## config.mk

```make
export PLATFORM = sky130hd
export DESIGN_NAME = plt_lerp
export DESIGN_NICKNAME = d
export VERILOG_FILES = /design/src/sv/piecewise_linear_table_interp_assert.svh /design/src/sv/plt_pkg.sv /design/src/sv/plt_lerp.sv
export SDC_FILE = /design/constraint.sdc
export NUM_CORES = 1
export LEC_CHECK = 0
export ABC_AREA = 1
export BUFFER_PORTS_ARGS = -buffer_cell sky130_fd_sc_hd__buf_4
export CAP_MARGIN = 20
export CORE_MARGIN = 2
export CORE_UTILIZATION = 40
export CTS_CLUSTER_SIZE = 20
export DETAILED_ROUTE_END_ITERATION = 8
export PLACE_DENSITY_LB_ADDON = 0.25
export SYNTH_ARGS = -nofsm -noshare
export SYNTH_HDL_FRONTEND = slang
export SYNTH_SLANG_ARGS = --single-unit
```

## constraint.sdc

```tcl
create_clock -name clk -period 16.01 [get_ports clk]
set_input_delay 3.202 -clock clk [delete_from_list [all_inputs] [get_ports clk]]
set_output_delay 3.202 -clock clk [all_outputs]
set_load 0.01 [all_outputs]
```

## src/sv/piecewise_linear_table_interp_assert.svh

```systemverilog
`ifndef PIECEWISE_LINEAR_TABLE_INTERP_ASSERT_SVH
`define PIECEWISE_LINEAR_TABLE_INTERP_ASSERT_SVH

// same-cycle implication, checked outside reset
`define PLT_ASSERT_NOW(name, ante, cons, msg) \
  name: assert property (@(posedge clk) disable iff (!rst_n) (ante) |-> (cons)) \
    else $error(msg);

// next-cycle implication, checked outside reset
`define PLT_ASSERT_NEXT(name, ante, cons, msg) \
  name: assert property (@(posedge clk) disable iff (!rst_n) (ante) |=> (cons)) \
    else $error(msg);

`endif

```

## src/sv/plt_pkg.sv

```systemverilog
package plt_pkg;

  localparam int MAX_POINTS = 16;
  localparam int IDX_W      = $clog2(MAX_POINTS);
  localparam int CNT_W      = IDX_W + 1;

  localparam int PER_W   = 24;
  localparam int VAL_W   = 32;
  localparam int MAG_W   = VAL_W + 1;
  localparam int ACC_W   = PER_W + MAG_W;
  localparam int STEP_W  = 6;
  localparam int PIN_W   = 5;
  localparam int PADDR_W = 3;
  localparam int PDATA_W = 32;

  localparam logic [STEP_W-1:0] MUL_STEPS = STEP_W'(PER_W);
  localparam logic [STEP_W-1:0] DIV_STEPS = STEP_W'(MAG_W);

  localparam logic CMD_LOAD  = 1'b0;
  localparam logic CMD_QUERY = 1'b1;

  localparam logic [2:0] REGION_EMPTY      = 3'd0;
  localparam logic [2:0] REGION_SINGLE     = 3'd1;
  localparam logic [2:0] REGION_CLAMP_LOW  = 3'd2;
  localparam logic [2:0] REGION_CLAMP_HIGH = 3'd3;
  localparam logic [2:0] REGION_INTERP     = 3'd4;
  localparam logic [2:0] REGION_FALLBACK   = 3'd5;

  localparam logic [PADDR_W-1:0] ADDR_POINTS_IN_USE = '0;

  // breakpoint write broadcast to the cells
  typedef struct packed {
    logic                    en;
    logic [IDX_W-1:0]        idx;
    logic [PER_W-1:0]        period;
    logic signed [VAL_W-1:0] value;
  } plt_wr_t;

  // search token passed along the cell row
  typedef struct packed {
    logic                    vld;
    logic [PER_W-1:0]        per;
    logic                    hit;
    logic [IDX_W-1:0]        seg;
    logic [PER_W-1:0]        t0;
    logic signed [VAL_W-1:0] s0;
    logic [PER_W-1:0]        t1;
    logic signed [VAL_W-1:0] s1;
    logic [PER_W-1:0]        first_t;
    logic signed [VAL_W-1:0] first_s;
    logic [PER_W-1:0]        last_t;
    logic signed [VAL_W-1:0] last_s;
  } plt_tok_t;

endpackage

```

## src/sv/plt_lerp.sv

```systemverilog
module plt_lerp
  import plt_pkg::*;
(
  input  logic                    clk,
  input  logic                    rst_n,
  input  logic                    start,
  input  logic [PER_W-1:0]        t,
  input  logic [PER_W-1:0]        t0,
  input  logic [PER_W-1:0]        t1,
  input  logic signed [VAL_W-1:0] s0,
  input  logic signed [VAL_W-1:0] s1,
  output logic                    done,
  output logic signed [VAL_W-1:0] value
);

  typedef enum logic [1:0] {ST_IDLE, ST_MUL, ST_DIV} state_t;

  state_t                  state_r;
  logic [STEP_W-1:0]       cnt_r;
  logic [PER_W-1:0]        a_r;
  logic [PER_W-1:0]        dt_r;
  logic [MAG_W-1:0]        m_r;
  logic                    neg_r;
  logic signed [VAL_W-1:0] s0_r;
  logic [ACC_W-1:0]        acc_r;
  logic [PER_W-1:0]        rem_r;
  logic [MAG_W-1:0]        dq_r;
  logic                    done_r;
  logic signed [VAL_W-1:0] value_r;

  logic signed [MAG_W-1:0] ds;
  logic [ACC_W-1:0]        acc_nxt;
  logic [PER_W:0]          trial;
  logic                    qbit;
  logic [PER_W-1:0]        rem_nxt;
  logic [MAG_W-1:0]        dq_nxt;
  logic signed [MAG_W:0]   q_signed;
  logic signed [MAG_W:0]   sum;

  assign ds = MAG_W'(s1) - MAG_W'(s0);

  // shift-add, multiplier bits msb first
  assign acc_nxt = {acc_r[ACC_W-2:0], 1'b0} + (a_r[PER_W-1] ? ACC_W'(m_r) : '0);

  // restoring division, one quotient bit a step
  assign trial   = {rem_r, dq_r[MAG_W-1]};
  assign qbit    = trial >= {1'b0, dt_r};
  assign rem_nxt = qbit ? PER_W'(trial - {1'b0, dt_r}) : trial[PER_W-1:0];
  assign dq_nxt  = {dq_r[MAG_W-2:0], qbit};

  assign q_signed = neg_r ? -$signed({1'b0, dq_nxt}) : $signed({1'b0, dq_nxt});
  assign sum      = $signed((MAG_W+1)'(s0_r)) + q_signed;

  always_ff @(posedge clk) begin
    done_r <= 1'b0;
    unique case (state_r)
      ST_IDLE: begin
        if (start) begin
          a_r     <= t - t0;
          dt_r    <= t1 - t0;
          neg_r   <= ds[MAG_W-1];
          m_r     <= ds[MAG_W-1] ? MAG_W'(-ds) : MAG_W'(ds);
          s0_r    <= s0;
          acc_r   <= '0;
          cnt_r   <= '0;
          state_r <= ST_MUL;
        end
      end
      ST_MUL: begin
        acc_r <= acc_nxt;
        a_r   <= {a_r[PER_W-2:0], 1'b0};
        cnt_r <= cnt_r + STEP_W'(1);
        if (cnt_r == MUL_STEPS - STEP_W'(1)) begin
          rem_r   <= acc_nxt[ACC_W-1:MAG_W];
          dq_r    <= acc_nxt[MAG_W-1:0];
          cnt_r   <= '0;
          state_r <= ST_DIV;
        end
      end
      ST_DIV: begin
        rem_r <= rem_nxt;
        dq_r  <= dq_nxt;
        cnt_r <= cnt_r + STEP_W'(1);
        if (cnt_r == DIV_STEPS - STEP_W'(1)) begin
          value_r <= sum[VAL_W-1:0];
          done_r  <= 1'b1;
          state_r <= ST_IDLE;
        end
      end
      default: state_r <= ST_IDLE;
    endcase
    if (!rst_n) begin
      state_r <= ST_IDLE;
      done_r  <= 1'b0;
    end
  end

  assign done  = done_r;
  assign value = value_r;

endmodule

```

==> results.json <==
{
  "place_congestion": 0.950,
  "worst_path_most_repeated_cell": "nand2_1",
  "synth_area_um2": 22600,
  "powerDensity_nw_per_um2": 189,
  "io_pins": 172,
  "min_from": "state_r[0]$_SDFFE_PN0P_",
  "synthArstFlopShare": 0,
  "chipHeight_um": 242,
  "hpwlAfterDp_um": 53400,
  "die_w_um": 242,
  "track_usage": 0.219,
  "rr_worst_depth": 27,
  "period_needed_ns": 5.81,
  "cts_root_buf": "clkbuf_16",
  "tightest_slew_ns": 1.06,
  "rsz0062_at_grt": "no",
  "vias": 20400,
  "hold_class": "reg -> reg",
  "worst_ir_drop_vdd_v": 0.0000731,
  "p_sw_mw": 2.27,
  "ys_seq_elements": 268,
  "fin_ws_ns": 10.20,
  "min_to": "state_r[0]$_SDFFE_PN0P_",
  "r2r_end": "value[29]$_DFFE_PP_",
  "seqPwrFrac": 0.291,
  "holdBufCountCts": 0,
  "maxCapViolCount": 0,
  "synth_top_area_share": 0.352,
  "max_freq_mhz": 172,
  "drt-initial-drc-count": 1613,
  "synth_fp_nets": 3382,
  "cp_max_fo": 8,
  "p_comb_frac": 0.553,
  "setup_viol": 0,
  "synth_cell_types": 52,
  "cts_max_path_buffers": 3,
  "nNetsFinal": 3562,
  "antenna_found_initial": 2,
  "core_um2": 56200,
  "gr-total-overflow": 0,
  "drive_gt1_frac": 0.0970,
  "worst_path_largest_cell_delay_ns": 0.54,
  "synth_edf_count": 265,
  "drv_slew": 0,
  "clk_pin_slew_ns": 0.06,
  "cp-end-kind": "flop",
  "fin_crit_sh": 0.363,
  "grt_max_degree": 96,
  "start_util": 0.403,
  "worstSetupStartpoint": "rem_r[9]$_DFFE_PP_",
  "rrSetupSlack_ns": 10.20,
  "crit_slowest_cell": "nor2_1",
  "die-area_um2": 58500,
  "synth_area_leaders": "edfxtp_1, nand2_1, ha_1",
  "post_cts_buffers": 0,
  "ys_seq_area_frac": 0.355,
  "grt_pass1_wl_um": 102000,
  "htreeDepth": 2,
  "rr_startpoint": "rem_r[9]$_DFFE_PP_",
  "switching_share": 0.466,
  "total_leakage_power_nw": 12.1,
  "clk_latency_ns": 0.56,
  "yosysWarningCount": 0,
  "viasPerCell": 5.08,
  "synth_area_leader_cell": "edfxtp_1",
  "drc_errors": 0,
  "critPathArrivalTime_ns": 6.10,
  "status": "complete, no violations",
  "cts_resized": 0,
  "final_util": 0.461,
  "num_rows": 87,
  "p_int_mw": 2.61,
  "cp-start-kind": "flop",
  "finalHoldViolations": 0,
  "io_buffers": 171,
  "fin_tns_setup_ns": 0,
  "dpl_worst_slack_ns": 9.91,
  "antenna_left": 0,
  "max-slew-margin-rel": 0.296,
  "avgSynthCellArea_um2": 7.38,
  "cp.required_ns": 16.30,
  "synthCells": 3064,
  "fin_skew_ns": 0.0250,
  "area_growth_pct": 14.5,
  "grt_pass1_vias": 19200,
  "cts_tree": "built",
  "drt_wl_total_um": 65600,
  "wl_per_cell_um": 16.3,
  "numCtsBuffers": 35,
  "clock_power_share": 0.156,
  "firstDrtPassIters": 6,
  "clock_sinks": 268,
  "holdPathStages": 2,
  "synth_ff_type": "edfxtp_1",
  "worst-setup-path-type": "reg -> reg"
}
sequential cells by signal, indices dropped and copies added (netlist names):
signal and cells:
dq_r 33, m_r 33, acc_r 56, s0_r 32
value 32, rem_r 24, done 1, state_r 2
cnt_r 6, a_r 24, dt_r 24, neg_r 1
logic make-up after synthesis:
logic type / count (synthesis) / share of synthesized area
AO/OA/AOI/OAI: 497 / 0.120
XOR/XNOR: 180 / 0.0697
adder cells (fa/ha/maj): 179 / 0.101
buffers and inverters: 533 / 0.0893
flip-flops: 268 / 0.355
multiplexers: 3 / 0.00133
AND/OR/NAND/NOR: 1404 / 0.264
metal layers:
layer | global-route usage | share of wire
met1 | 0.315 | 0.47
met5 | 0 | 0.00020
met2 | 0.348 | 0.45
met3 | 0.0385 | 0.063
met4 | 0.0401 | 0.015
how the worst max path moves through the flow:
stage          slack [ns]  cells past startpoint                    to
6_report            10.20                     27   value[29]$_DFFE_PP_
5_1_grt              9.50                     28   value[29]$_DFFE_PP_
4_1_cts             10.26                     28   value[29]$_DFFE_PP_
3_5_place_dp         9.91                     18     m_r[14]$_DFFE_PP_
3_3_place_gp         9.99                     18     m_r[14]$_DFFE_PP_
2_1_floorplan        8.86                      5  a_r[0]$_SDFFCE_PP0P_
placed cells by master, fill, tap and decap left out, drive strengths merged, types with 2 or more instances in the layout:
cell,count
a211oi,3
o211ai,14
edfxtp,265
nor3,53
a21boi,9
inv,495
fa,6
nor4,16
nand4,34
o221ai,3
ha,173
o21bai,18
and2,4
o31ai,5
buf,182
xnor2,62
nand3b,8
clkinv,11
clkbuf,48
o21ai,190
xor2,118
or2,18
mux2i,3
nand3,164
nor3b,3
nor2,332
dfxtp,3
o21a,5
o22ai,8
nand2,770
a21o,16
bufinv,2
a21oi,213
a31oi,10
metrics by stage:
stage	hold slack, ns	cells	cell area [um2]	power [mW]
6_report	0.501	4026	25900	4.88
5_1_grt	0.541	4026	25900	5.29
4_1_cts	0.506	4025	25900	4.89
3_5_place_dp	0.497	3963	24800	4.10
3_3_place_gp	0.471	3963	24800	4.09
2_1_floorplan	0.453	3064	22600	3.36
worst max-delay path, delay by kind of cell (launching register included):
family,cells,cell delay [ns]
AND/OR/NAND/NOR,14,2.35
flip-flops,1,0.43
XOR/XNOR,2,0.23
buffers and inverters,2,0.36
adder cells (fa/ha/maj),3,0.97
AO/OA/AOI/OAI,6,1.22
power by group through the flow:
| stage | logic [mW] | registers (mW) | clock network [mW] |
|---|---|---|---|
| 2_1_floorplan | 1.99 | 1.38 | 0 |
| 3_3_place_gp | 2.66 | 1.43 | 0 |
| 3_5_place_dp | 2.67 | 1.43 | 0 |
| 4_1_cts | 2.69 | 1.42 | 0.779 |
| 5_1_grt | 3.04 | 1.45 | 0.803 |
| 6_report | 2.70 | 1.42 | 0.761 |
cell usage after synthesis (all sizes together) (26+ instances only):
cell	n
o21ai	190
inv	494
nand4	34
nor3	53
nor2	332
edfxtp	265
ha	173
nand3	164
nand2	770
xor2	118
clkbuf	26
xnor2	62
a21oi	213
area by class of cell:
cell class,instances,area [um2]
fill,5822,30300
multi-input combinational,2263,12600
sequential,268,8020
inverter,494,1860
timing repair buffer,182,1370
clock buffer,48,946
tap,756,946
clock inverter,14,139
antenna,1,2.50
(Power assumes the default switching activity.)
