### config.mk
export PLATFORM = sky130hd
export DESIGN_NAME = plt_cell
export DESIGN_NICKNAME = d
export VERILOG_FILES = /design/src/sv/piecewise_linear_table_interp_assert.svh /design/src/sv/plt_pkg.sv /design/src/sv/plt_cell.sv
export SDC_FILE = /design/constraint.sdc
export NUM_CORES = 1
export LEC_CHECK = 0
export BUFFER_PORTS_ARGS = -buffer_cell sky130_fd_sc_hd__buf_2
export CAP_MARGIN = 25
export CORE_AREA = 2 2 227 229
export CTS_CLUSTER_SIZE = 14
export DETAILED_ROUTE_END_ITERATION = 8
export DIE_AREA = 0 0 229 231
export HOLD_SLACK_MARGIN = 0.12
export SETUP_SLACK_MARGIN = 0.3
export SLEW_MARGIN = 10
export SYNTH_ARGS = -nofsm -noshare
export SYNTH_HDL_FRONTEND = slang
export SYNTH_SLANG_ARGS = --single-unit
### constraint.sdc
create_clock -name clk -period 8 [get_ports clk]
set_input_delay 1.2 -clock clk [delete_from_list [all_inputs] [get_ports clk]]
set_output_delay 1.2 -clock clk [all_outputs]
set_load 0.02 [all_outputs]
### src/sv/piecewise_linear_table_interp_assert.svh
`ifndef PIECEWISE_LINEAR_TABLE_INTERP_ASSERT_SVH
`define PIECEWISE_LINEAR_TABLE_INTERP_ASSERT_SVH

// same-cycle implication, checked outside reset
`define PLT_ASSERT_NOW(name, ante, cons, msg) \
  name: assert property (@(posedge clk) disable iff (!rst_n) (ante) |-> (cons)) \
    else $error(msg);

// next-cycle implication, checked outside reset
`define PLT_ASSERT_NEXT(name, ante, cons, msg) \
  name: assert property (@(posedge clk) disable iff (!rst_n) (ante) |=> (cons)) \
    else $error(msg);

`endif

### src/sv/plt_pkg.sv
package plt_pkg;

  localparam int MAX_POINTS = 16;
  localparam int IDX_W      = $clog2(MAX_POINTS);
  localparam int CNT_W      = IDX_W + 1;

  localparam int PER_W   = 24;
  localparam int VAL_W   = 32;
  localparam int MAG_W   = VAL_W + 1;
  localparam int ACC_W   = PER_W + MAG_W;
  localparam int STEP_W  = 6;
  localparam int PIN_W   = 5;
  localparam int PADDR_W = 3;
  localparam int PDATA_W = 32;

  localparam logic [STEP_W-1:0] MUL_STEPS = STEP_W'(PER_W);
  localparam logic [STEP_W-1:0] DIV_STEPS = STEP_W'(MAG_W);

  localparam logic CMD_LOAD  = 1'b0;
  localparam logic CMD_QUERY = 1'b1;

  localparam logic [2:0] REGION_EMPTY      = 3'd0;
  localparam logic [2:0] REGION_SINGLE     = 3'd1;
  localparam logic [2:0] REGION_CLAMP_LOW  = 3'd2;
  localparam logic [2:0] REGION_CLAMP_HIGH = 3'd3;
  localparam logic [2:0] REGION_INTERP     = 3'd4;
  localparam logic [2:0] REGION_FALLBACK   = 3'd5;

  localparam logic [PADDR_W-1:0] ADDR_POINTS_IN_USE = '0;

  // breakpoint write broadcast to the cells
  typedef struct packed {
    logic                    en;
    logic [IDX_W-1:0]        idx;
    logic [PER_W-1:0]        period;
    logic signed [VAL_W-1:0] value;
  } plt_wr_t;

  // search token passed along the cell row
  typedef struct packed {
    logic                    vld;
    logic [PER_W-1:0]        per;
    logic                    hit;
    logic [IDX_W-1:0]        seg;
    logic [PER_W-1:0]        t0;
    logic signed [VAL_W-1:0] s0;
    logic [PER_W-1:0]        t1;
    logic signed [VAL_W-1:0] s1;
    logic [PER_W-1:0]        first_t;
    logic signed [VAL_W-1:0] first_s;
    logic [PER_W-1:0]        last_t;
    logic signed [VAL_W-1:0] last_s;
  } plt_tok_t;

endpackage

### src/sv/plt_cell.sv
module plt_cell
  import plt_pkg::*;
(
  input  logic             clk,
  input  logic             rst_n,
  input  logic [IDX_W-1:0] my_idx,
  input  logic [CNT_W-1:0] n_eff,
  input  plt_wr_t          wr,
  input  plt_tok_t         tok_i,
  output plt_tok_t         tok_o
);

  logic [PER_W-1:0]        period_r;
  logic signed [VAL_W-1:0] value_r;
  plt_tok_t                tok_r;
  plt_tok_t                tok_nxt;
  logic                    in_use;
  logic                    is_last;

  assign in_use  = {1'b0, my_idx} < n_eff;
  assign is_last = {1'b0, my_idx} == (n_eff - CNT_W'(1));

  always_comb begin
    tok_nxt = tok_i;
    if (tok_i.vld && in_use) begin
      if (my_idx == '0) begin
        tok_nxt.first_t = period_r;
        tok_nxt.first_s = value_r;
      end
      if (is_last) begin
        tok_nxt.last_t = period_r;
        tok_nxt.last_s = value_r;
      end
      if (!tok_i.hit) begin
        if (my_idx != '0 && tok_i.per <= period_r) begin
          tok_nxt.hit = 1'b1;
          tok_nxt.seg = my_idx;
          tok_nxt.t1  = period_r;
          tok_nxt.s1  = value_r;
        end else begin
          tok_nxt.t0 = period_r;
          tok_nxt.s0 = value_r;
        end
      end
    end
  end

  // breakpoint storage, undefined until loaded
  always_ff @(posedge clk) begin
    if (wr.en && wr.idx == my_idx) begin
      period_r <= wr.period;
      value_r  <= wr.value;
    end
  end

  always_ff @(posedge clk) begin
    tok_r <= tok_nxt;
    if (!rst_n) tok_r.vld <= 1'b0;
  end

  assign tok_o = tok_r;

endmodule

==> run summary, run 1 <==
=====================================================================================
Status ................................................................. finished, final reports clean
DRC viols ..............................................................            0
Vias in the first global route .........................................        11610
Share of the synthesized area in the top cell type .....................       0.3789
Sequential area share after synthesis ..................................       0.5042
Antenna viol nets, final ...............................................            0
Final Net Count ........................................................         2063
# IOs ..................................................................          580
Starting density of the core ...........................................       0.2648
First-pass GRT wire length .............................................     74010 µm
Required time of the critical path .....................................      8.39 ns
Count of non-filler cells in the finished layout .......................         2412
EDFF count, synth ......................................................           56
Async SR Flop Fraction .................................................            0
Kind of path behind the tightest hold check ............................ flop to flop
Period minus WS final ..................................................     4.012 ns
Max Fanout on Critical Path ............................................           57
Post-detail-place hpwl .................................................     36220 µm
Number of clock sinks ..................................................          310
TritonCTS clock tree ...................................................         done
Mean instance size in the synthesized netlist ..........................    11.33 µm²
Slack of the worst reg-to-reg path .....................................      4.16 ns
Endpoint arrival time on the critical path .............................      4.40 ns
Placement Cell Area ....................................................    16800 µm²
Standard-cell rows .....................................................           83
Cell taking the most area after synthesis .............................. sky130_fd_sc_hd__dfxtp_1
Die height .............................................................       231 µm
Endpoint of the most critical register-to-register path ................ tok_o[157]$_DFF_P_
Ratio of cells with drive above 1 in the final layout ..................       0.4783
Detailed-route wire length .............................................     51090 µm
Number of iterations in the first detailed-routing pass ................            5
Post-route standard cell area excluding fillers ........................    18050 µm²
Core area ..............................................................    50680 µm²
Routed WL per cell .....................................................     21.18 µm
Number of hold-repair buffers added at the cts stage ...................            0
Via total after detailed routing .......................................        11730
Clock tree skew after final layout .....................................   0.01866 ns
Post-synthesis instance total ..........................................         1184
Share of the clock period used by the worst path .......................       0.5014
Slew at the pin closest to its max-slew limit ..........................    0.9896 ns
Count of max-cap constraint violations .................................            0
Synth Net Count ........................................................         1539
Clock latency of the later-clocked register in the worst-skew pair .....      0.53 ns
Peak VDD IR ............................................................  0.0001367 V
Aggregate global-route resource usage ..................................       0.1834
Sort of element at the start of the critical path ......................   input port
Leakage power of the design ............................................     8.304 nW
Min-delay src .......................................................... value_r[20]$_DFFE_PP_
Post-CTS setup buffers .................................................            0
Register bit total from synthesis ......................................          310
Deepest clock path buffer count ........................................            3
Post-synthesis cell area ...............................................    13420 µm²
Initial antenna violation count ........................................            4
Unique cell type count in the Yosys netlist ............................           51
Most instantiated cells after synthesis ................................ sky130_fd_sc_hd__dfxtp_1, sky130_fd_sc_hd__nand2_1, sky130_fd_sc_hd__mux2_2
Number of inserted filler cells in the final layout ....................         5103
Placed Cells incl. Taps ................................................         2349
RSZ-0062 raised after global routing ...................................        false
Count of routing violations after the opening detailed-route iteration .          677
Area delta synth->final ................................................       34.52%
Clock-pin slew on the worst setup and hold paths .......................      0.06 ns
Leading register cell type out of synthesis ............................ sky130_fd_sc_hd__dfxtp_1
Die outline width ......................................................       229 µm
Total Die Area .........................................................    52900 µm²
Power after layout .....................................................     4.065 mW
Count of pins over their slew limit ....................................            0
Endpoint kind of the worst setup timing path ...........................         flop
Type of the worst setup path ........................................... input port to flop
Buffers added on ports .................................................          579
H-tree levels ..........................................................            2
Peak Freq ..............................................................   0.2493 GHz
Maximum number of pins on one net before global-route repair ...........          173
Most used standard cell by instance count after synthesis .............. sky130_fd_sc_hd__dfxtp_1
Hold-critical path endpoint ............................................ tok_o[76]$_DFF_P_
Power density over the cells ........................................... 225.2 nW/µm²
Via-per-instance ratio .................................................        4.863
Total Negative Setup Slacks ............................................         0 ns
Main area contributors after synthesis ................................. sky130_fd_sc_hd__dfxtp_1, sky130_fd_sc_hd__edfxtp_1, sky130_fd_sc_hd__mux2_2
Total global routing overflow ..........................................            0
Post-CTS sizing ........................................................            0
Instance count along the most critical hold path .......................            1
Number of warnings reported in the yosys synthesis log .................            0
Library cell used as clock root buffer ................................. sky130_fd_sc_hd__clkbuf_16
R2R depth ..............................................................           10
Cts bufs inserted ......................................................           35
Number of endpoints failing setup at the final stage ...................            0
Final hold violation count .............................................            0
GP Congestion ..........................................................       0.9022
Critical R2R Launch .................................................... period_r[13]$_DFFE_PP_
Worst relative slew slack ..............................................       0.3403
=====================================================================================
[power by group]
| group | switching, mW | internal [mW] |
|---|---|---|
| Combinational | 0.381 | 0.248 |
| Clock | 0.655 | 1.03 |
| Sequential | 0.0468 | 1.70 |
| Total | 1.08 | 2.98 |
[area by class of cell]
type / instances / area [µm²] / share of cell area
clock buffer: 53 / 1089 / 0.06030
sequential: 310 / 6766 / 0.3749
inverter: 32 / 120.1 / 0.006654
timing repair buffer: 594 / 3075 / 0.1704
clock inverter: 7 / 112.6 / 0.006238
tap: 680 / 850.8 / 0.04713
antenna: 1 / 2.502 / 0.0001386
multi-input combinational: 735 / 6035 / 0.3343
[metrics by stage]
| stage | util | hold slack [ns] | setup WS, ns |
|---|---|---|---|
| 6_report | 0.3562 | 0.5993 | 3.988 |
| 5_1_grt | 0.3561 | 0.6347 | 3.835 |
| 4_1_cts | 0.3552 | 0.6010 | 3.770 |
| 3_5_place_dp | 0.3315 | 0.5867 | 3.190 |
| 3_3_place_gp | 0.3310 | 0.5850 | 3.351 |
| 2_1_floorplan | - | 0.5353 | 0.4147 |
[kinds of logic after synthesis]
logic type | count (synthesis) | synth area share
buffers and inverters | 139 | 0.05324
xor gates and xnor gates | 7 | 0.004569
AOI/OAI and AO/OA | 203 | 0.1418
adders and majority gates | 29 | 0.02704
DFF | 310 | 0.5042
and+or+nand+nor | 328 | 0.1221
muxes | 168 | 0.1469
[cells in the final DEF, fill, tap and decap left out, drive strengths merged, types with 5 or more instances in the layout]
master   instances
buf            594
dfxtp          254
nand2          130
mux2           112
o22ai           60
and3            58
o2111ai         57
mux2i           56
a41oi           56
nand3           56
edfxtp          56
clkbuf          53
and2            35
inv             32
ha              29
nor2            26
a21oi           12
and4             5
[critical path: stages]
cell and delay, ns:
sky130_fd_sc_hd__buf_2 0.11, sky130_fd_sc_hd__ha_1 0.31, sky130_fd_sc_hd__and3_1 0.19, sky130_fd_sc_hd__a221o_1 0.38, sky130_fd_sc_hd__a21oi_2 0.21, sky130_fd_sc_hd__and2_2 0.16
sky130_fd_sc_hd__buf_4 0.60, sky130_fd_sc_hd__and4_4 0.75, sky130_fd_sc_hd__buf_12 0.31, sky130_fd_sc_hd__o22ai_1 0.11
[state kept, by name, indices dropped and copies added (netlist names)]
| name | flops |
|---|---|
| period_r | 24 |
| tok_o | 254 |
| value_r | 32 |
[how the worst max path moves through the flow]
stage	start	to	slack (ns)
after global placement	tok_i[251]	tok_o[156]$_DFF_P_	3.35
after CTS	tok_i[251]	tok_o[118]$_DFF_P_	3.77
final	tok_i[247]	tok_o[157]$_DFF_P_	3.99
after detailed placement	tok_i[251]	tok_o[118]$_DFF_P_	3.19
after floorplan	my_idx[2]	period_r[0]$_DFFE_PP_	0.41
after global routing	tok_i[247]	tok_o[160]$_DFF_P_	3.84
[routing by layer]
metal  routed length (µm)  part of all wire  vias to the layer above  GRT usage
li1                     -                 -                     5422          -
met1                21540              0.42                     5754     0.2330
met2                25480              0.50                      493     0.3203
met3                 3190             0.062                       57    0.03520
met4                  862             0.017                        4    0.04282
met5                   24           0.00047                        -          0
No activity file was read; power rests on OpenSTA's default activity.
==> run 2, diff against run 1 <==
--- a/config.mk
+++ b/config.mk
@@ -7,10 +7,10 @@
 export LEC_CHECK = 0
 export BUFFER_PORTS_ARGS = -buffer_cell sky130_fd_sc_hd__buf_2
 export CAP_MARGIN = 25
-export CORE_AREA = 2 2 227 229
+export CORE_AREA = 2 2 225 227
 export CTS_CLUSTER_SIZE = 14
 export DETAILED_ROUTE_END_ITERATION = 8
-export DIE_AREA = 0 0 229 231
+export DIE_AREA = 0 0 227 229
 export HOLD_SLACK_MARGIN = 0.12
 export SETUP_SLACK_MARGIN = 0.3
 export SLEW_MARGIN = 10
==> constraint.sdc (replaced) <==
create_clock -name clk -period 3.75 [get_ports clk]
set_input_delay 0.5625 -clock clk [delete_from_list [all_inputs] [get_ports clk]]
set_output_delay 0.5625 -clock clk [all_outputs]
set_load 0.02 [all_outputs]
==> run summary, run 2 (synthesized netlist as in run 1, its figures left out) <==
=====================================================================================
H-tree levels ..........................................................            2   unchanged
Endpoint arrival time on the critical path .............................      3.55 ns   -0.85 ns
Kind of path behind the tightest hold check ............................ input port to flop
Clock latency of the later-clocked register in the worst-skew pair .....      0.54 ns   about the same
Number of clock sinks ..................................................          310   unchanged
Number of iterations in the first detailed-routing pass ................            5   unchanged
Switch Pwr .............................................................     2.322 mW   +110%
Count of non-filler cells in the finished layout .......................         2423   +0.46%
Share of total power in sequential cells ...............................        0.442   +0.012
Peak Freq ..............................................................   0.3242 GHz
Number of endpoints failing setup at the final stage ...................            0   unchanged
Fraction of power spent switching nets .................................       0.2754   +0.009254
Commonest non-fill, non-tap cell in the layout ......................... sky130_fd_sc_hd__buf_2
Starting density of the core ...........................................       0.2702   +0.005444
Clock share of power ...................................................        0.398   -0.017
Sort of element at the start of the critical path ......................   input port
First-pass GRT wire length .............................................     73320 µm   -0.93%
Power density over the cells ........................................... 465.4 nW/µm²   +110%
Placement Cell Area ....................................................    16970 µm²   +1.0%
Deepest clock path buffer count ........................................            3   unchanged
Antenna viol nets, final ...............................................            0   unchanged
Via-per-instance ratio .................................................        4.801   -1.3%
# IOs ..................................................................          580   unchanged
Clock-pin slew on the worst setup and hold paths .......................      0.06 ns   about the same
Via total after detailed routing .......................................        11630   -0.82%
Final Net Count ........................................................         2076   +0.63%
Commonest cells after routing, fill and taps aside ..................... sky130_fd_sc_hd__buf_2, sky130_fd_sc_hd__dfxtp_1, sky130_fd_sc_hd__nand2_1, sky130_fd_sc_hd__mux2_2, sky130_fd_sc_hd__and3_1
Critical R2R Launch .................................................... period_r[4]$_DFFE_PP_
Vias in the first global route .........................................        11780   +1.5%
Count of max-cap constraint violations .................................            0   unchanged
GP Congestion ..........................................................       0.8959   -0.70%
Ratio of cells with drive above 1 in the final layout ..................       0.4811   +0.002763
Clock tree skew after final layout .....................................   0.01176 ns   -0.006908 ns
Count of routing violations after the opening detailed-route iteration .          689   +1.8%
Post-route standard cell area excluding fillers ........................    18110 µm²   +0.34%
Die height .............................................................       229 µm   -0.87%
DRC viols ..............................................................            0   unchanged
Post-CTS sizing ........................................................            0   unchanged
Number of hold-repair buffers added at the cts stage ...................            2   +2
Required time of the critical path .....................................      4.21 ns   -4.18 ns
Number of inserted filler cells in the final layout ....................         4964   -2.7%
Area delta synth->final ................................................       34.97%
Worst relative slew slack ..............................................       0.4306   +0.09034
Status ................................................................. finished, final reports clean
Routed WL per cell .....................................................     20.95 µm   -1.1%
Total Die Area .........................................................    51980 µm²   -1.7%
Post-CTS setup buffers .................................................            0   unchanged
Count of pins over their slew limit ....................................            0   unchanged
Initial antenna violation count ........................................            7   +3
Flip-flop count of the largest register after layout ...................          254   unchanged
CP startpoint ..........................................................   tok_i[252]
Library cell used as clock root buffer ................................. sky130_fd_sc_hd__clkbuf_16
Buffers added on ports .................................................          579   unchanged
Aggregate global-route resource usage ..................................       0.1865   +0.003089
Type of the worst setup path ........................................... input port to flop
Maximum number of pins on one net before global-route repair ...........           77   -55%
Peak VDD IR ............................................................  0.0003321 V   +140%
Total Negative Setup Slacks ............................................         0 ns   unchanged
TritonCTS clock tree ...................................................         done
Standard-cell rows .....................................................           82   -1.2%
Core area ..............................................................    49660 µm²   -2.0%
Util after Layout ......................................................       0.3647   +0.008558
Combinational cell fraction of total power .............................        0.161   +0.006
Max Fanout on Critical Path ............................................           56   -1.8%
Endpoint kind of the worst setup timing path ...........................         flop
Cts bufs inserted ......................................................           35   unchanged
Slew at the pin closest to its max-slew limit ..........................    0.8541 ns   -0.1355 ns
Detailed-route wire length .............................................     50760 µm   -0.65%
Period minus WS final ..................................................     3.084 ns
Die outline width ......................................................       227 µm   -0.87%
Placed Cells incl. Taps ................................................         2354   +0.21%
Share of the clock period used by the worst path .......................       0.8225
Worst hold slack .......................................................    0.1623 ns   -0.4371 ns
RSZ-0062 raised after global routing ...................................        false
Min-delay src ..........................................................   tok_i[249]
Final hold violation count .............................................            0   unchanged
Leakage power of the design ............................................     8.342 nW   +0.46%
Power Internal .........................................................     6.108 mW   +100%
Total global routing overflow ..........................................            0   unchanged
Post-detail-place hpwl .................................................     36790 µm   +1.6%
=====================================================================================
==> run 2: worst max-delay path, stage by stage <==
cell and delay, ns:
sky130_fd_sc_hd__dlygate4sd3_1 0.55, sky130_fd_sc_hd__buf_2 0.13, sky130_fd_sc_hd__ha_1 0.30, sky130_fd_sc_hd__and4_1 0.33, sky130_fd_sc_hd__nand4_1 0.33, sky130_fd_sc_hd__o21ba_4 0.35
sky130_fd_sc_hd__buf_4 0.62, sky130_fd_sc_hd__o2111ai_1 0.21, sky130_fd_sc_hd__nand3_1 0.14
==> run 2: worst paths after layout <==
kind | end | cells after the start | slack [ns]
worst max register to register | tok_o[208]$_DFF_P_ | 8 | 0.73
worst max-delay path | tok_o[208]$_DFF_P_ | 9 | 0.67
worst min-delay path | tok_o[249]$_DFF_P_ | 1 | 0.16
worst min register to register | tok_o[20]$_DFF_P_ | 1 | 0.60
==> run 2: final cells by class <==
type,instances,area [µm²],share of cell area
Inverter,32,120.1,0.006632
Clock buffer,52,1052,0.05810
Multi-Input combinational cell,735,6047,0.3339
Antenna cell,5,12.51,0.0006908
Tap cell,672,840.8,0.04642
Sequential cell,310,6766,0.3736
Timing Repair Buffer,607,3213,0.1774
Clock inverter,10,60.06,0.003316
==> run 2: stage by stage <==
| stage | total power [mW] | setup slack (ns) |
|---|---|---|
| floorplan | 4.555 | 0.5038 |
| global placement | 5.125 | 0.6251 |
| detailed placement | 5.150 | 0.5602 |
| CTS | 8.508 | 0.6391 |
| global route | 8.730 | 0.4938 |
| finish | 8.430 | 0.6655 |
==> run 2: layer usage <==
metal | wire length [µm] | share of wire | GRT usage | vias up
li1 | - | - | - | 5447
met1 | 20850 | 0.41 | 0.2253 | 5619
met2 | 24510 | 0.48 | 0.3177 | 476
met3 | 3666 | 0.072 | 0.04452 | 90
met4 | 1724 | 0.034 | 0.07353 | 2
met5 | 9 | 0.00018 | 0 | -
==> run 2: power by group through the flow <==
stage | Combinational (mW) | Clock (mW) | Sequential, mW
final | 1.35 | 3.35 | 3.72
after global routing | 1.45 | 3.54 | 3.74
after floorplan | 0.507 | 0 | 4.05
after CTS | 1.36 | 3.42 | 3.72
after detailed placement | 1.36 | 0 | 3.79
after global placement | 1.33 | 0 | 3.79
